--- src/irlps_pkg.sv ---
`timescale 1ns / 1ps

package irlps_pkg;

    localparam int FRAME_BYTES_DEF = 4;

    localparam int CFG_W     = 8;
    localparam int CFG_IDX_W = 3;
    localparam int BIT_CNT_W = 6;

    localparam logic [7:0] INTERVAL_STEP  = 8'd50;
    localparam logic [7:0] INTERVAL_LIMIT = 8'd201;
    localparam logic [7:0] INTERVAL_RESET = 8'd50;
    localparam logic [2:0] LED_OFF        = 3'd7;

    localparam logic [7:0] LEADER_MIN_RST   = 8'h3E;
    localparam logic [7:0] LEADER_MAX_RST   = 8'h4E;
    localparam logic [7:0] ONE_THRESH_RST   = 8'h08;
    localparam logic [7:0] END_GAP_RST      = 8'h10;
    localparam logic [7:0] CMD_NEXT_RST     = 8'h02;
    localparam logic [7:0] CMD_SLOWER_RST   = 8'h04;
    localparam logic [7:0] CMD_FASTER_RST   = 8'h0C;

    localparam logic [3:0] PAT_LEN [0:2] = '{4'd6, 4'd14, 4'd12};

    localparam logic [2:0] PAT_TAB [0:2][0:15] = '{
        '{3'd4, 3'd0, 3'd2, 3'd0, 3'd1, 3'd0, 3'd0, 3'd0,
          3'd0, 3'd0, 3'd0, 3'd0, 3'd0, 3'd0, 3'd0, 3'd0},
        '{3'd5, 3'd0, 3'd4, 3'd0, 3'd6, 3'd0, 3'd7, 3'd0,
          3'd2, 3'd0, 3'd3, 3'd0, 3'd1, 3'd0, 3'd0, 3'd0},
        '{3'd4, 3'd6, 3'd7, 3'd0, 3'd2, 3'd3, 3'd7, 3'd0,
          3'd1, 3'd5, 3'd7, 3'd0, 3'd0, 3'd0, 3'd0, 3'd0}
    };

    typedef enum logic [1:0] {
        KIND_TICK = 2'd0,
        KIND_LOW  = 2'd1,
        KIND_HIGH = 2'd2
    } t_kind;

    typedef enum logic [1:0] {
        PH_IDLE         = 2'd0,
        PH_LEADER_SPACE = 2'd1,
        PH_DATA         = 2'd2,
        PH_END          = 2'd3
    } t_phase;

    typedef enum logic [1:0] {
        ST_NONE       = 2'd0,
        ST_ACCEPT     = 2'd1,
        ST_LEADER_REJ = 2'd2,
        ST_GAP_REJ    = 2'd3
    } t_frame_status;

    typedef enum logic [CFG_IDX_W-1:0] {
        CFG_LEADER_MIN = 3'd0,
        CFG_LEADER_MAX = 3'd1,
        CFG_ONE_THRESH = 3'd2,
        CFG_END_GAP    = 3'd3,
        CFG_CMD_NEXT   = 3'd4,
        CFG_CMD_SLOWER = 3'd5,
        CFG_CMD_FASTER = 3'd6
    } t_cfg_idx;

    typedef struct packed {
        logic [7:0] leader_min;
        logic [7:0] leader_max;
        logic [7:0] one_thresh;
        logic [7:0] end_gap;
        logic [7:0] cmd_next;
        logic [7:0] cmd_slower;
        logic [7:0] cmd_faster;
    } t_cfg;

    typedef struct packed {
        logic       apply;
        logic [7:0] code;
    } t_cmd_evt;

    typedef struct packed {
        t_frame_status status;
        logic [7:0]    command;
    } t_rx_out;

    typedef struct packed {
        logic [2:0] led;
        logic       aux;
        logic       stepped;
        logic [1:0] pattern;
        logic [7:0] interval;
    } t_seq_out;

endpackage

--- src/irlps_rx.sv ---
`timescale 1ns / 1ps

module irlps_rx #(
    parameter int FRAME_BYTES = irlps_pkg::FRAME_BYTES_DEF
) (
    input  logic                i_clk,
    input  logic                i_rst_n,
    input  logic                i_go,
    input  logic [1:0]          i_kind,
    input  logic [7:0]          i_duration,
    input  irlps_pkg::t_cfg     i_cfg,
    output irlps_pkg::t_rx_out  o_rx,
    output irlps_pkg::t_cmd_evt o_evt
);

    localparam logic [irlps_pkg::BIT_CNT_W-1:0] LastBit =
        irlps_pkg::BIT_CNT_W'(FRAME_BYTES * 8 - 1);

    irlps_pkg::t_phase                r_phase, n_phase;
    logic [irlps_pkg::BIT_CNT_W-1:0]  r_bits, n_bits;
    logic [7:0]                       r_cmd, n_cmd;
    logic [7:0]                       r_last, n_last;
    irlps_pkg::t_frame_status         status;
    irlps_pkg::t_cmd_evt              evt;

    always_ff @(posedge i_clk) begin
        if (!i_rst_n) begin
            r_phase <= irlps_pkg::PH_IDLE;
            r_bits  <= '0;
            r_cmd   <= '0;
            r_last  <= '0;
        end else begin
            r_phase <= n_phase;
            r_bits  <= n_bits;
            r_cmd   <= n_cmd;
            r_last  <= n_last;
        end
    end

    always_comb begin
        n_phase  = r_phase;
        n_bits   = r_bits;
        n_cmd    = r_cmd;
        n_last   = r_last;
        status   = irlps_pkg::ST_NONE;
        evt      = '0;
        if (i_go) begin
            case (irlps_pkg::t_kind'(i_kind))
                irlps_pkg::KIND_LOW: begin
                    if (r_phase == irlps_pkg::PH_IDLE) begin
                        if (i_duration >= i_cfg.leader_min &&
                            i_duration <= i_cfg.leader_max) begin
                            n_phase = irlps_pkg::PH_LEADER_SPACE;
                            n_bits  = '0;
                            n_cmd   = '0;
                        end else begin
                            status = irlps_pkg::ST_LEADER_REJ;
                        end
                    end
                end
                irlps_pkg::KIND_HIGH: begin
                    unique case (r_phase)
                        irlps_pkg::PH_IDLE: begin
                        end
                        irlps_pkg::PH_LEADER_SPACE: begin
                            n_phase = irlps_pkg::PH_DATA;
                        end
                        irlps_pkg::PH_DATA: begin
                            // only byte 2 is kept
                            if (r_bits[5:3] == 3'd2 && i_duration >= i_cfg.one_thresh) begin
                                n_cmd[r_bits[2:0]] = 1'b1;
                            end
                            if (r_bits >= LastBit) begin
                                n_phase = irlps_pkg::PH_END;
                                n_bits  = '0;
                            end else begin
                                n_bits = r_bits + 1'b1;
                            end
                        end
                        irlps_pkg::PH_END: begin
                            if (i_duration > i_cfg.end_gap) begin
                                n_last    = r_cmd;
                                evt.apply = 1'b1;
                                evt.code  = r_cmd;
                                status    = irlps_pkg::ST_ACCEPT;
                            end else begin
                                status = irlps_pkg::ST_GAP_REJ;
                            end
                            n_phase = irlps_pkg::PH_IDLE;
                        end
                    endcase
                end
                default: begin
                end
            endcase
        end
    end

    assign o_rx.status  = status;
    assign o_rx.command = n_last;
    assign o_evt        = evt;

endmodule

--- src/irlps_seq.sv ---
`timescale 1ns / 1ps

module irlps_seq (
    input  logic                i_clk,
    input  logic                i_rst_n,
    input  logic                i_go,
    input  logic [1:0]          i_kind,
    input  irlps_pkg::t_cfg     i_cfg,
    input  irlps_pkg::t_cmd_evt i_evt,
    output irlps_pkg::t_seq_out o_seq
);

    logic [7:0] r_tick, n_tick;
    logic [7:0] r_int, n_int;
    logic [1:0] r_pat, n_pat;
    logic [3:0] r_step, n_step;
    logic       r_toggle, n_toggle;
    logic [2:0] r_led, n_led;
    logic       r_aux, n_aux;
    logic       stepped;
    logic [1:0] sel;
    logic [7:0] tick_inc;
    logic [3:0] step_inc;
    logic [1:0] pat_inc;

    always_ff @(posedge i_clk) begin
        if (!i_rst_n) begin
            r_tick   <= '0;
            r_int    <= irlps_pkg::INTERVAL_RESET;
            r_pat    <= '0;
            r_step   <= '0;
            r_toggle <= 1'b0;
            r_led    <= irlps_pkg::LED_OFF;
            r_aux    <= 1'b0;
        end else begin
            r_tick   <= n_tick;
            r_int    <= n_int;
            r_pat    <= n_pat;
            r_step   <= n_step;
            r_toggle <= n_toggle;
            r_led    <= n_led;
            r_aux    <= n_aux;
        end
    end

    always_comb begin
        sel      = (r_pat == 2'd3) ? 2'd0 : r_pat;
        tick_inc = r_tick + 8'd1;
        step_inc = r_step + 4'd1;
        pat_inc  = r_pat + 2'd1;
        n_tick   = r_tick;
        n_int    = r_int;
        n_pat    = r_pat;
        n_step   = r_step;
        n_toggle = r_toggle;
        n_led    = r_led;
        n_aux    = r_aux;
        stepped  = 1'b0;
        if (i_go && irlps_pkg::t_kind'(i_kind) == irlps_pkg::KIND_TICK) begin
            if (tick_inc >= r_int) begin
                if (step_inc >= irlps_pkg::PAT_LEN[sel]) begin
                    n_step = '0;
                end else begin
                    n_step = step_inc;
                end
                n_led    = ~irlps_pkg::PAT_TAB[sel][n_step];
                n_aux    = r_toggle;
                n_toggle = ~r_toggle;
                n_tick   = '0;
                stepped  = 1'b1;
            end else begin
                n_tick = tick_inc;
            end
        end
        if (i_evt.apply) begin
            if (i_evt.code == i_cfg.cmd_next) begin
                n_pat = (pat_inc >= 2'd3) ? 2'd0 : pat_inc;
            end else if (i_evt.code == i_cfg.cmd_slower) begin
                if (r_int < irlps_pkg::INTERVAL_LIMIT) begin
                    n_int = r_int + irlps_pkg::INTERVAL_STEP;
                end
            end else if (i_evt.code == i_cfg.cmd_faster) begin
                if (r_int > irlps_pkg::INTERVAL_STEP) begin
                    n_int = r_int - irlps_pkg::INTERVAL_STEP;
                end
            end
        end
    end

    assign o_seq.led      = n_led;
    assign o_seq.aux      = n_aux;
    assign o_seq.stepped  = stepped;
    assign o_seq.pattern  = n_pat;
    assign o_seq.interval = n_int;

endmodule

--- src/ir_remote_led_pattern_sequencer.sv ---
`timescale 1ns / 1ps
// Throughput: one transaction per cycle unless i_stall holds a valid result;
// an input register and a result register separate the channels, and frame
// decode plus pattern update sit between them.
// Reset (synchronous, active low): decoder idle, LED register off (pins are not
// reset), interval 50, config registers at defaults, pipeline stages empty.
module ir_remote_led_pattern_sequencer #(
    parameter int FRAME_BYTES = irlps_pkg::FRAME_BYTES_DEF
) (
    input  logic                            i_clk,
    input  logic                            i_rst_n,
    input  logic                            i_valid,
    output logic                            o_stall,
    input  logic [1:0]                      i_kind,
    input  logic [7:0]                      i_duration,
    output logic                            o_valid,
    input  logic                            i_stall,
    output logic [2:0]                      o_led_pins,
    output logic                            o_aux_pin,
    output logic                            o_step_taken,
    output logic [1:0]                      o_frame_status,
    output logic [7:0]                      o_command,
    output logic [1:0]                      o_pattern_index,
    output logic [7:0]                      o_step_interval,
    input  logic                            i_cfg_we,
    input  logic [irlps_pkg::CFG_IDX_W-1:0] i_cfg_idx,
    input  logic [irlps_pkg::CFG_W-1:0]     i_cfg_data
);

    irlps_pkg::t_cfg      r_cfg;
    logic                 r_in_vld;
    logic [1:0]           r_kind;
    logic [7:0]           r_dur;
    logic                 r_out_vld;
    logic                 advance;
    logic                 go;
    irlps_pkg::t_rx_out   rx_out;
    irlps_pkg::t_cmd_evt  evt;
    irlps_pkg::t_seq_out  seq_out;

    assign advance = !r_out_vld || !i_stall;
    assign go      = r_in_vld && advance;
    assign o_stall = r_in_vld && !advance;

    always_ff @(posedge i_clk) begin
        if (!i_rst_n) begin
            r_cfg.leader_min <= irlps_pkg::LEADER_MIN_RST;
            r_cfg.leader_max <= irlps_pkg::LEADER_MAX_RST;
            r_cfg.one_thresh <= irlps_pkg::ONE_THRESH_RST;
            r_cfg.end_gap    <= irlps_pkg::END_GAP_RST;
            r_cfg.cmd_next   <= irlps_pkg::CMD_NEXT_RST;
            r_cfg.cmd_slower <= irlps_pkg::CMD_SLOWER_RST;
            r_cfg.cmd_faster <= irlps_pkg::CMD_FASTER_RST;
        end else if (i_cfg_we) begin
            unique case (irlps_pkg::t_cfg_idx'(i_cfg_idx))
                irlps_pkg::CFG_LEADER_MIN: r_cfg.leader_min <= i_cfg_data;
                irlps_pkg::CFG_LEADER_MAX: r_cfg.leader_max <= i_cfg_data;
                irlps_pkg::CFG_ONE_THRESH: r_cfg.one_thresh <= i_cfg_data;
                irlps_pkg::CFG_END_GAP:    r_cfg.end_gap    <= i_cfg_data;
                irlps_pkg::CFG_CMD_NEXT:   r_cfg.cmd_next   <= i_cfg_data;
                irlps_pkg::CFG_CMD_SLOWER: r_cfg.cmd_slower <= i_cfg_data;
                irlps_pkg::CFG_CMD_FASTER: r_cfg.cmd_faster <= i_cfg_data;
                default: begin
                end
            endcase
        end
    end

    // input stage
    always_ff @(posedge i_clk) begin
        if (!i_rst_n) begin
            r_in_vld <= 1'b0;
        end else if (!o_stall) begin
            r_in_vld <= i_valid;
        end
    end

    always_ff @(posedge i_clk) begin
        if (i_valid && !o_stall) begin
            r_kind <= i_kind;
            r_dur  <= i_duration;
        end
    end

    irlps_rx #(
        .FRAME_BYTES(FRAME_BYTES)
    ) u_rx (
        .i_clk      (i_clk),
        .i_rst_n    (i_rst_n),
        .i_go       (go),
        .i_kind     (r_kind),
        .i_duration (r_dur),
        .i_cfg      (r_cfg),
        .o_rx       (rx_out),
        .o_evt      (evt)
    );

    irlps_seq u_seq (
        .i_clk   (i_clk),
        .i_rst_n (i_rst_n),
        .i_go    (go),
        .i_kind  (r_kind),
        .i_cfg   (r_cfg),
        .i_evt   (evt),
        .o_seq   (seq_out)
    );

    // result stage
    always_ff @(posedge i_clk) begin
        if (!i_rst_n) begin
            r_out_vld <= 1'b0;
        end else if (advance) begin
            r_out_vld <= r_in_vld;
        end
    end

    always_ff @(posedge i_clk) begin
        if (go) begin
            o_led_pins      <= seq_out.led;
            o_aux_pin       <= seq_out.aux;
            o_step_taken    <= seq_out.stepped;
            o_frame_status  <= rx_out.status;
            o_command       <= rx_out.command;
            o_pattern_index <= seq_out.pattern;
            o_step_interval <= seq_out.interval;
        end
    end

    assign o_valid = r_out_vld;

endmodule
--- config.mk ---
export PLATFORM = sky130hd
export DESIGN_NAME = ir_remote_led_pattern_sequencer
export DESIGN_NICKNAME = d
export VERILOG_FILES = /design/src/irlps_pkg.sv /design/src/irlps_rx.sv /design/src/irlps_seq.sv /design/src/ir_remote_led_pattern_sequencer.sv
export SDC_FILE = /design/constraint.sdc
export NUM_CORES = 1
export LEC_CHECK = 0
export BUFFER_PORTS_ARGS = -buffer_cell sky130_fd_sc_hd__buf_2
export CORE_AREA = 2 2 122 124
export DETAILED_ROUTE_END_ITERATION = 8
export DIE_AREA = 0 0 124 126
export GPL_ROUTABILITY_DRIVEN = 0
export PLACE_DENSITY = 0.81
export SETUP_SLACK_MARGIN = 0.5
export SKIP_LAST_GASP = 1
export SYNTH_ARGS = -nofsm -noshare
export SYNTH_HDL_FRONTEND = slang
export SYNTH_SLANG_ARGS = --single-unit
--- constraint.sdc ---
create_clock -name i_clk -period 3.9 [get_ports i_clk]
set_input_delay 1.17 -clock i_clk [delete_from_list [all_inputs] [get_ports i_clk]]
set_output_delay 1.17 -clock i_clk [all_outputs]
set_load 0.01 [all_outputs]
==> impl_metrics.json, run 1 <==
{
  "portBuffers": 51,
  "relSlewSlack": 0.3708,
  "rsz0062_at_grt": "false",
  "status": "finished clean",
  "dieArea_sq_um": 15620,
  "fin_tns_setup_ns": 0,
  "die_w_microns": 124,
  "yosysWarnings": 0,
  "viasPerCell": 5.744,
  "nFillCells": 1213,
  "start_util": 0.5440,
  "powerDensity_nw_per_um2": 382.3,
  "grt_use_total": 0.2436,
  "finClkSkew_ns": 0.008123,
  "cts_buffers": 17,
  "dr.pass1.iters": 7,
  "p_leak_nw": 3.418,
  "synthCells": 890,
  "maxCapViolations": 0,
  "path_clk_slew_ns": 0.06,
  "crit_path_max_fanout": 16,
  "fin_area_sq_um": 8899,
  "peakVddDrop_mv": 0.2420,
  "fmax_mhz": 303.6,
  "wl_per_cell_microns": 15.89,
  "dpl.cell_count": 1103,
  "hold_viol": 0,
  "finalSetupViolCount": 0,
  "io_pins": 53,
  "cp-start-kind": "flip-flop",
  "synth_edf_count": 34,
  "synth.cell_area_sq_um": 7786,
  "synth_cell_type_count": 75,
  "finalNonFillerCells": 1137,
  "rows": 44,
  "num_vias": 6531,
  "clk_root_buffer_cell": "clkbuf_16",
  "core_sq_um": 14310,
  "grt_pass1_wl_mm": 29.97,
  "die_height_microns": 126,
  "grt_overflow_total": 0,
  "cts_buffer_depth": 2,
  "endpoint_kind": "flip-flop",
  "area_growth_pct": 14.29,
  "syn_avg_cell_area_sq_um": 8.749,
  "num-nets-final": 1025,
  "crit_type": "flip-flop to flip-flop",
  "antenna_found_initial": 0,
  "wirelength_mm": 18.07,
  "drc_errors": 0,
  "worstPathRequired_ns": 4.08,
  "drv_slew": 0,
  "clkSinkCount": 142,
  "grt_pass1_vias": 6252,
  "h-tree-depth": 4,
  "postPlaceCellArea_sq_um": 8303,
  "grt_max_degree": 43,
  "finalCriticalPeriod_ns": 3.294,
  "synthFlopType": "dfxtp_1",
  "synthArstFlopShare": 0,
  "cts_tree": "yes",
  "critPathArrivalTime_ns": 3.47,
  "worstMarginPinSlew_ns": 0.9366,
  "ant_nets": 0,
  "ys_ff_latch": 142,
  "clk_latency_ns": 0.43,
  "min_period_over_period": 0.8445,
  "diodes": 0,
  "drive_gt1_frac": 0.1553,
  "dp_hpwl_mm": 12.74,
  "ys_seq_area_frac": 0.4088,
  "hold_path_class": "flip-flop to flip-flop",
  "totalPowerFinal_mw": 3.402,
  "drt-initial-drc-count": 455
}
-- area by class of cell --
| class | instances | area, sq um | area share |
|---|---|---|---|
| Inverter | 58 | 217.7 | 0.02447 |
| Timing Repair Buffer | 65 | 360.3 | 0.04050 |
| Sequential cell | 142 | 3183 | 0.3577 |
| Multi-Input combinational cell | 656 | 4340 | 0.4878 |
| Clock buffer | 20 | 446.7 | 0.05020 |
| Tap cell | 184 | 230.2 | 0.02587 |
| Clock inverter | 12 | 120.1 | 0.01350 |
-- cell usage after synthesis, types with 5 or more instances --
master,count,share of area
o21a_1,7,0.0067
mux2_2,13,0.019
o21ai_0,28,0.018
xnor2_1,21,0.024
a41oi_1,7,0.0079
nor3_1,18,0.012
nand4_1,8,0.0064
inv_1,57,0.027
nor2b_1,9,0.0072
nor2_1,52,0.025
dfxtp_1,108,0.28
nor4bb_1,9,0.012
a31oi_1,22,0.018
o31ai_1,10,0.0096
o211ai_1,14,0.013
nand2b_1,12,0.0096
clkbuf_1,28,0.013
xor2_1,5,0.0056
edfxtp_1,34,0.13
ha_1,59,0.095
a21oi_1,67,0.043
and2_1,16,0.013
and3_1,9,0.0072
nand2_1,149,0.072
or3_1,17,0.014
nand3_1,23,0.015
a21o_1,16,0.015
or2_2,5,0.0040
-- cell usage in the layout, fill, tap and decap left out, types with 8 or more instances in the layout --
| cell type | netlist | final |
|---|---|---|
| edfxtp_1 | 34 | 34 |
| mux2_2 | 13 | 13 |
| o211ai_1 | 14 | 14 |
| nor2b_1 | 9 | 9 |
| ha_1 | 59 | 59 |
| and3_1 | 9 | 9 |
| nand3_1 | 23 | 23 |
| nor2_1 | 52 | 52 |
| o21ai_0 | 28 | 27 |
| buf_2 | 2 | 51 |
| buf_4 | 1 | 14 |
| dfxtp_1 | 108 | 108 |
| nor4bb_1 | 9 | 9 |
| nand2b_1 | 12 | 12 |
| nor3_1 | 18 | 17 |
| nand2_1 | 149 | 148 |
| a21o_1 | 16 | 16 |
| or3_1 | 17 | 14 |
| o31ai_1 | 10 | 9 |
| xnor2_1 | 21 | 21 |
| nand4_1 | 8 | 8 |
| and2_1 | 16 | 16 |
| a31oi_1 | 22 | 21 |
| clkbuf_16 | 0 | 17 |
| a21oi_1 | 67 | 65 |
| inv_1 | 57 | 56 |
-- sequential cells by signal, summed over array words and instances (netlist names), 2 cells and up --
name,count
u_seq.r_step,4
u_seq.r_led,3
u_rx.r_phase,2
u_rx.r_bits,6
u_seq.r_pat,2
u_seq.r_int,7
o_pattern_index,2
r_kind,2
o_command,8
r_cfg,56
r_dur,8
o_step_interval,7
u_rx.r_last,8
o_led_pins,3
u_rx.r_cmd,8
u_seq.r_tick,8
o_frame_status,2
-- cell families (layout without fill, tap and decap cells) --
family,after synthesis,count (layout),synth area share
xor gates and xnor gates,26,26,0.02925
buffers and inverters,93,155,0.04660
muxes,16,16,0.02266
AOI/OAI and AO/OA,214,214,0.1891
DFF,142,142,0.4088
and+or+nand+nor,339,339,0.2083
adders and majority gates,59,59,0.09481
other,1,2,0.0004816
-- where the power goes --
part	switching, mW	leakage, nW	internal (mW)	total, mW
Sequential	0.0307	1.18	1.54	1.57
Combinational	0.168	1.96	0.0994	0.268
Clock	0.611	0.271	0.949	1.56
Total	0.810	3.42	2.59	3.40
-- final timing paths --
| check | from | endpoint | slack [ns] | cells past startpoint |
|---|---|---|---|---|
| worst max-delay path | r_dur[6]$_DFFE_PP_ | o_step_interval[5]$_DFFE_PP_ | 0.61 | 11 |
| worst min-delay path | r_cfg[47]$_SDFFE_PN0P_ | r_cfg[47]$_SDFFE_PN0P_ | 0.45 | 2 |
| worst max register to register | r_dur[6]$_DFFE_PP_ | o_step_interval[5]$_DFFE_PP_ | 0.61 | 11 |
| worst min register to register | r_cfg[47]$_SDFFE_PN0P_ | r_cfg[47]$_SDFFE_PN0P_ | 0.45 | 2 |
-- repair_timing --
item | 4_1_cts | 5_1_grt
endpoints found under the hold margin | 0 | 0
hold buffers | 0 | 0
setup endpoints to repair | 2 | 9
buffers inserted | 0 | 2
pin swaps | 0 | 1
resized for setup | 1 | 5
-- critical path, cell delays in order (launching register included) --
cell and delay [ns]:
edfxtp_1 0.50, ha_1 0.36, o21a_1 0.14, a21oi_2 0.08
a211o_2 0.41, buf_4 0.22, or3_4 0.35, a22oi_4 0.25
o2111ai_4 0.20, a2bb2o_4 0.27, a21oi_2 0.06, a31o_1 0.21
-- stage by stage --
step | util | hold WS [ns] | setup WS (ns)
2_1_floorplan | - | 0.4363 | 0.1821
4_1_cts | 0.6198 | 0.4545 | 0.5261
5_1_grt | 0.6217 | 0.4796 | 0.5023
3_3_place_gp | 0.5801 | 0.4426 | 0.2921
6_report | 0.6217 | 0.4545 | 0.6063
3_5_place_dp | 0.5801 | 0.4467 | 0.2175
-- metal layers --
| metal | track usage | part of all wire | vias up |
|---|---|---|---|
| met5 | 0 | 0 | - |
| met3 | 0.04574 | 0.046 | 30 |
| li1 | - | - | 3249 |
| met1 | 0.3106 | 0.44 | 3056 |
| met4 | 0.09914 | 0.020 | 0 |
| met2 | 0.4043 | 0.49 | 196 |
Note: power is estimated with default switching activity, not from simulation.
==> run 2, diff against run 1 <==
--- a/config.mk
+++ b/config.mk
@@ -6,11 +6,11 @@
 export NUM_CORES = 1
 export LEC_CHECK = 0
 export BUFFER_PORTS_ARGS = -buffer_cell sky130_fd_sc_hd__buf_2
-export CORE_AREA = 2 2 122 124
+export CORE_AREA = 2 2 116 118
 export DETAILED_ROUTE_END_ITERATION = 8
-export DIE_AREA = 0 0 124 126
+export DIE_AREA = 0 0 118 120
 export GPL_ROUTABILITY_DRIVEN = 0
-export PLACE_DENSITY = 0.81
+export PLACE_DENSITY = 0.85
 export SETUP_SLACK_MARGIN = 0.5
 export SKIP_LAST_GASP = 1
 export SYNTH_ARGS = -nofsm -noshare
==> constraint.sdc (replaced) <==
create_clock -name i_clk -period 3.44 [get_ports i_clk]
set_input_delay 1.032 -clock i_clk [delete_from_list [all_inputs] [get_ports i_clk]]
set_output_delay 1.032 -clock i_clk [all_outputs]
set_load 0.01 [all_outputs]
==> impl_metrics.json, run 2 (same netlist as run 1, synthesis figures left out) <==
{
  "peakVddDrop_mv": 0.3066,
  "grt_pass1_wl_mm": 31.63,
  "die_w_microns": 118,
  "regArea_sq_um": 3189,
  "finClkSkew_ns": 0.01406,
  "min_period_over_period": 0.9231,
  "worstMarginPinSlew_ns": 0.8207,
  "power_frac_seq": 0.456,
  "h-tree-depth": 4,
  "path_clk_slew_ns": 0.06,
  "drive_gt1_frac": 0.2057,
  "crit_type": "flip-flop to flip-flop",
  "hold_path_class": "flip-flop to flip-flop",
  "dr.pass1.iters": 9,
  "status": "complete, but fails checks",
  "area_growth_pct": 19.64,
  "cts_tree": "yes",
  "grt_max_degree": 46,
  "grt_overflow_total": 0,
  "io_pins": 53,
  "cp-start-kind": "flip-flop",
  "rsz0062_at_grt": "true",
  "viasPerCell": 5.943,
  "powerDensity_nw_per_um2": 419.0,
  "hold_viol": 0,
  "p_int_mw": 2.942,
  "wl_per_cell_microns": 16.71,
  "violations": "DRC",
  "die_height_microns": 120,
  "largest_register_ffs": 56,
  "num-nets-final": 1055,
  "clk_root_buffer_cell": "clkbuf_16",
  "totalPowerFinal_mw": 3.903,
  "p_leak_nw": 3.591,
  "dp_hpwl_mm": 12.68,
  "antenna_found_initial": 0,
  "rows": 42,
  "fmax_mhz": 314.9,
  "finalCriticalPeriod_ns": 3.175,
  "power_frac_comb": 0.088,
  "relSlewSlack": 0.4509,
  "mostFrequentLayoutCell": "nand2_1",
  "drt-initial-drc-count": 610,
  "drv_slew": 0,
  "switching_share": 0.2462,
  "dpl.cell_count": 1107,
  "critPathArrivalTime_ns": 3.54,
  "ant_nets": 0,
  "dieArea_sq_um": 14160,
  "cts_buffer_depth": 2,
  "maxCapViolations": 0,
  "clkSinkCount": 142,
  "post-place-ws_ns": -0.05071,
  "finalSetupViolCount": 0,
  "start_util": 0.5999,
  "top_register": "r_cfg",
  "multiInputGateArea_sq_um": 4526,
  "nFillCells": 972,
  "finalNonFillerCells": 1158,
  "worstPathRequired_ns": 3.80,
  "drc_errors": 1,
  "crit_path_max_fanout": 5,
  "p_sw_mw": 0.9610,
  "grt_pass1_vias": 6757,
  "diodes": 0,
  "num_vias": 6882,
  "grt_use_total": 0.2780,
  "cts_buffers": 17,
  "finalWorstSetupSlack_ns": 0.2645,
  "wirelength_mm": 19.35,
  "clk_latency_ns": 0.43,
  "portBuffers": 51,
  "fin_tns_setup_ns": 0,
  "final_cell_mix": "nand2_1 (148), dfxtp_1 (105), a21oi_1 (63), inv_1 (55), ha_1 (54)",
  "core_sq_um": 12980,
  "p_clk_frac": 0.456,
  "endpoint_kind": "flip-flop"
}
[run 2: final cells by class]
cell class,count,area share
inverter,58,0.02337
clock buffer,17,0.04567
clock inverter,14,0.01531
tap,176,0.02364
multi-input combinational,657,0.4858
timing repair buffer,94,0.06380
sequential,142,0.3424
[run 2: routing by layer]
layer / part of all wire / global-route usage
met5: 0 / 0
met4: 0.029 / 0.1250
met3: 0.063 / 0.06369
met2: 0.50 / 0.4855
met1: 0.41 / 0.3263
[run 2: final timing paths]
check                         startpoint                   endpoint  slack (ns)  cells after the start
hold / removal    r_cfg[37]$_SDFFE_PN0P_     r_cfg[37]$_SDFFE_PN0P_        0.45                      2
setup reg to reg      r_dur[6]$_DFFE_PP_  u_seq.r_int[4]$_SDFF_PN1_        0.26                     10
hold reg to reg   r_cfg[37]$_SDFFE_PN0P_     r_cfg[37]$_SDFFE_PN0P_        0.45                      2
setup / recovery      r_dur[6]$_DFFE_PP_  u_seq.r_int[4]$_SDFF_PN1_        0.26                     10
[run 2: power groups by stage]
stage	logic [mW]	registers [mW]	clock network, mW
global placement	0.296	1.82	0
finish	0.342	1.78	1.78
detailed placement	0.305	1.82	0
floorplan	0.199	1.81	0
global route	0.378	1.78	1.87
CTS	0.324	1.78	1.79
[run 2: critical path: stages (launching register included)]
cell and delay, ns:
edfxtp_1 0.42, ha_1 0.33, nand4_1 0.22, a211o_4 0.44, buf_6 0.14, o31ai_1 0.42, a22o_4 0.22, o2111ai_4 0.18
or4_1 0.44, o2111ai_1 0.14, or2_1 0.15
[run 2: stage by stage]
| step | instance area (sq um) | hold slack, ns | util |
|---|---|---|---|
| 3_3_place_gp | 8396 | 0.4434 | 0.6468 |
| 6_report | 9315 | 0.4548 | 0.7177 |
| 3_5_place_dp | 8396 | 0.4502 | 0.6468 |
| 4_1_cts | 9163 | 0.4582 | 0.7059 |
| 2_1_floorplan | 7890 | 0.4363 | - |
| 5_1_grt | 9315 | 0.4725 | 0.7177 |
[run 2: timing repair]
item	4_1_cts	5_1_grt
endpoints found under the hold margin	0	0
setup endpoints to repair	27	33
hold buffers	0	0
pin swaps	7	10
buffers inserted	12	7
resized for setup	21	22
gates cloned	0	1
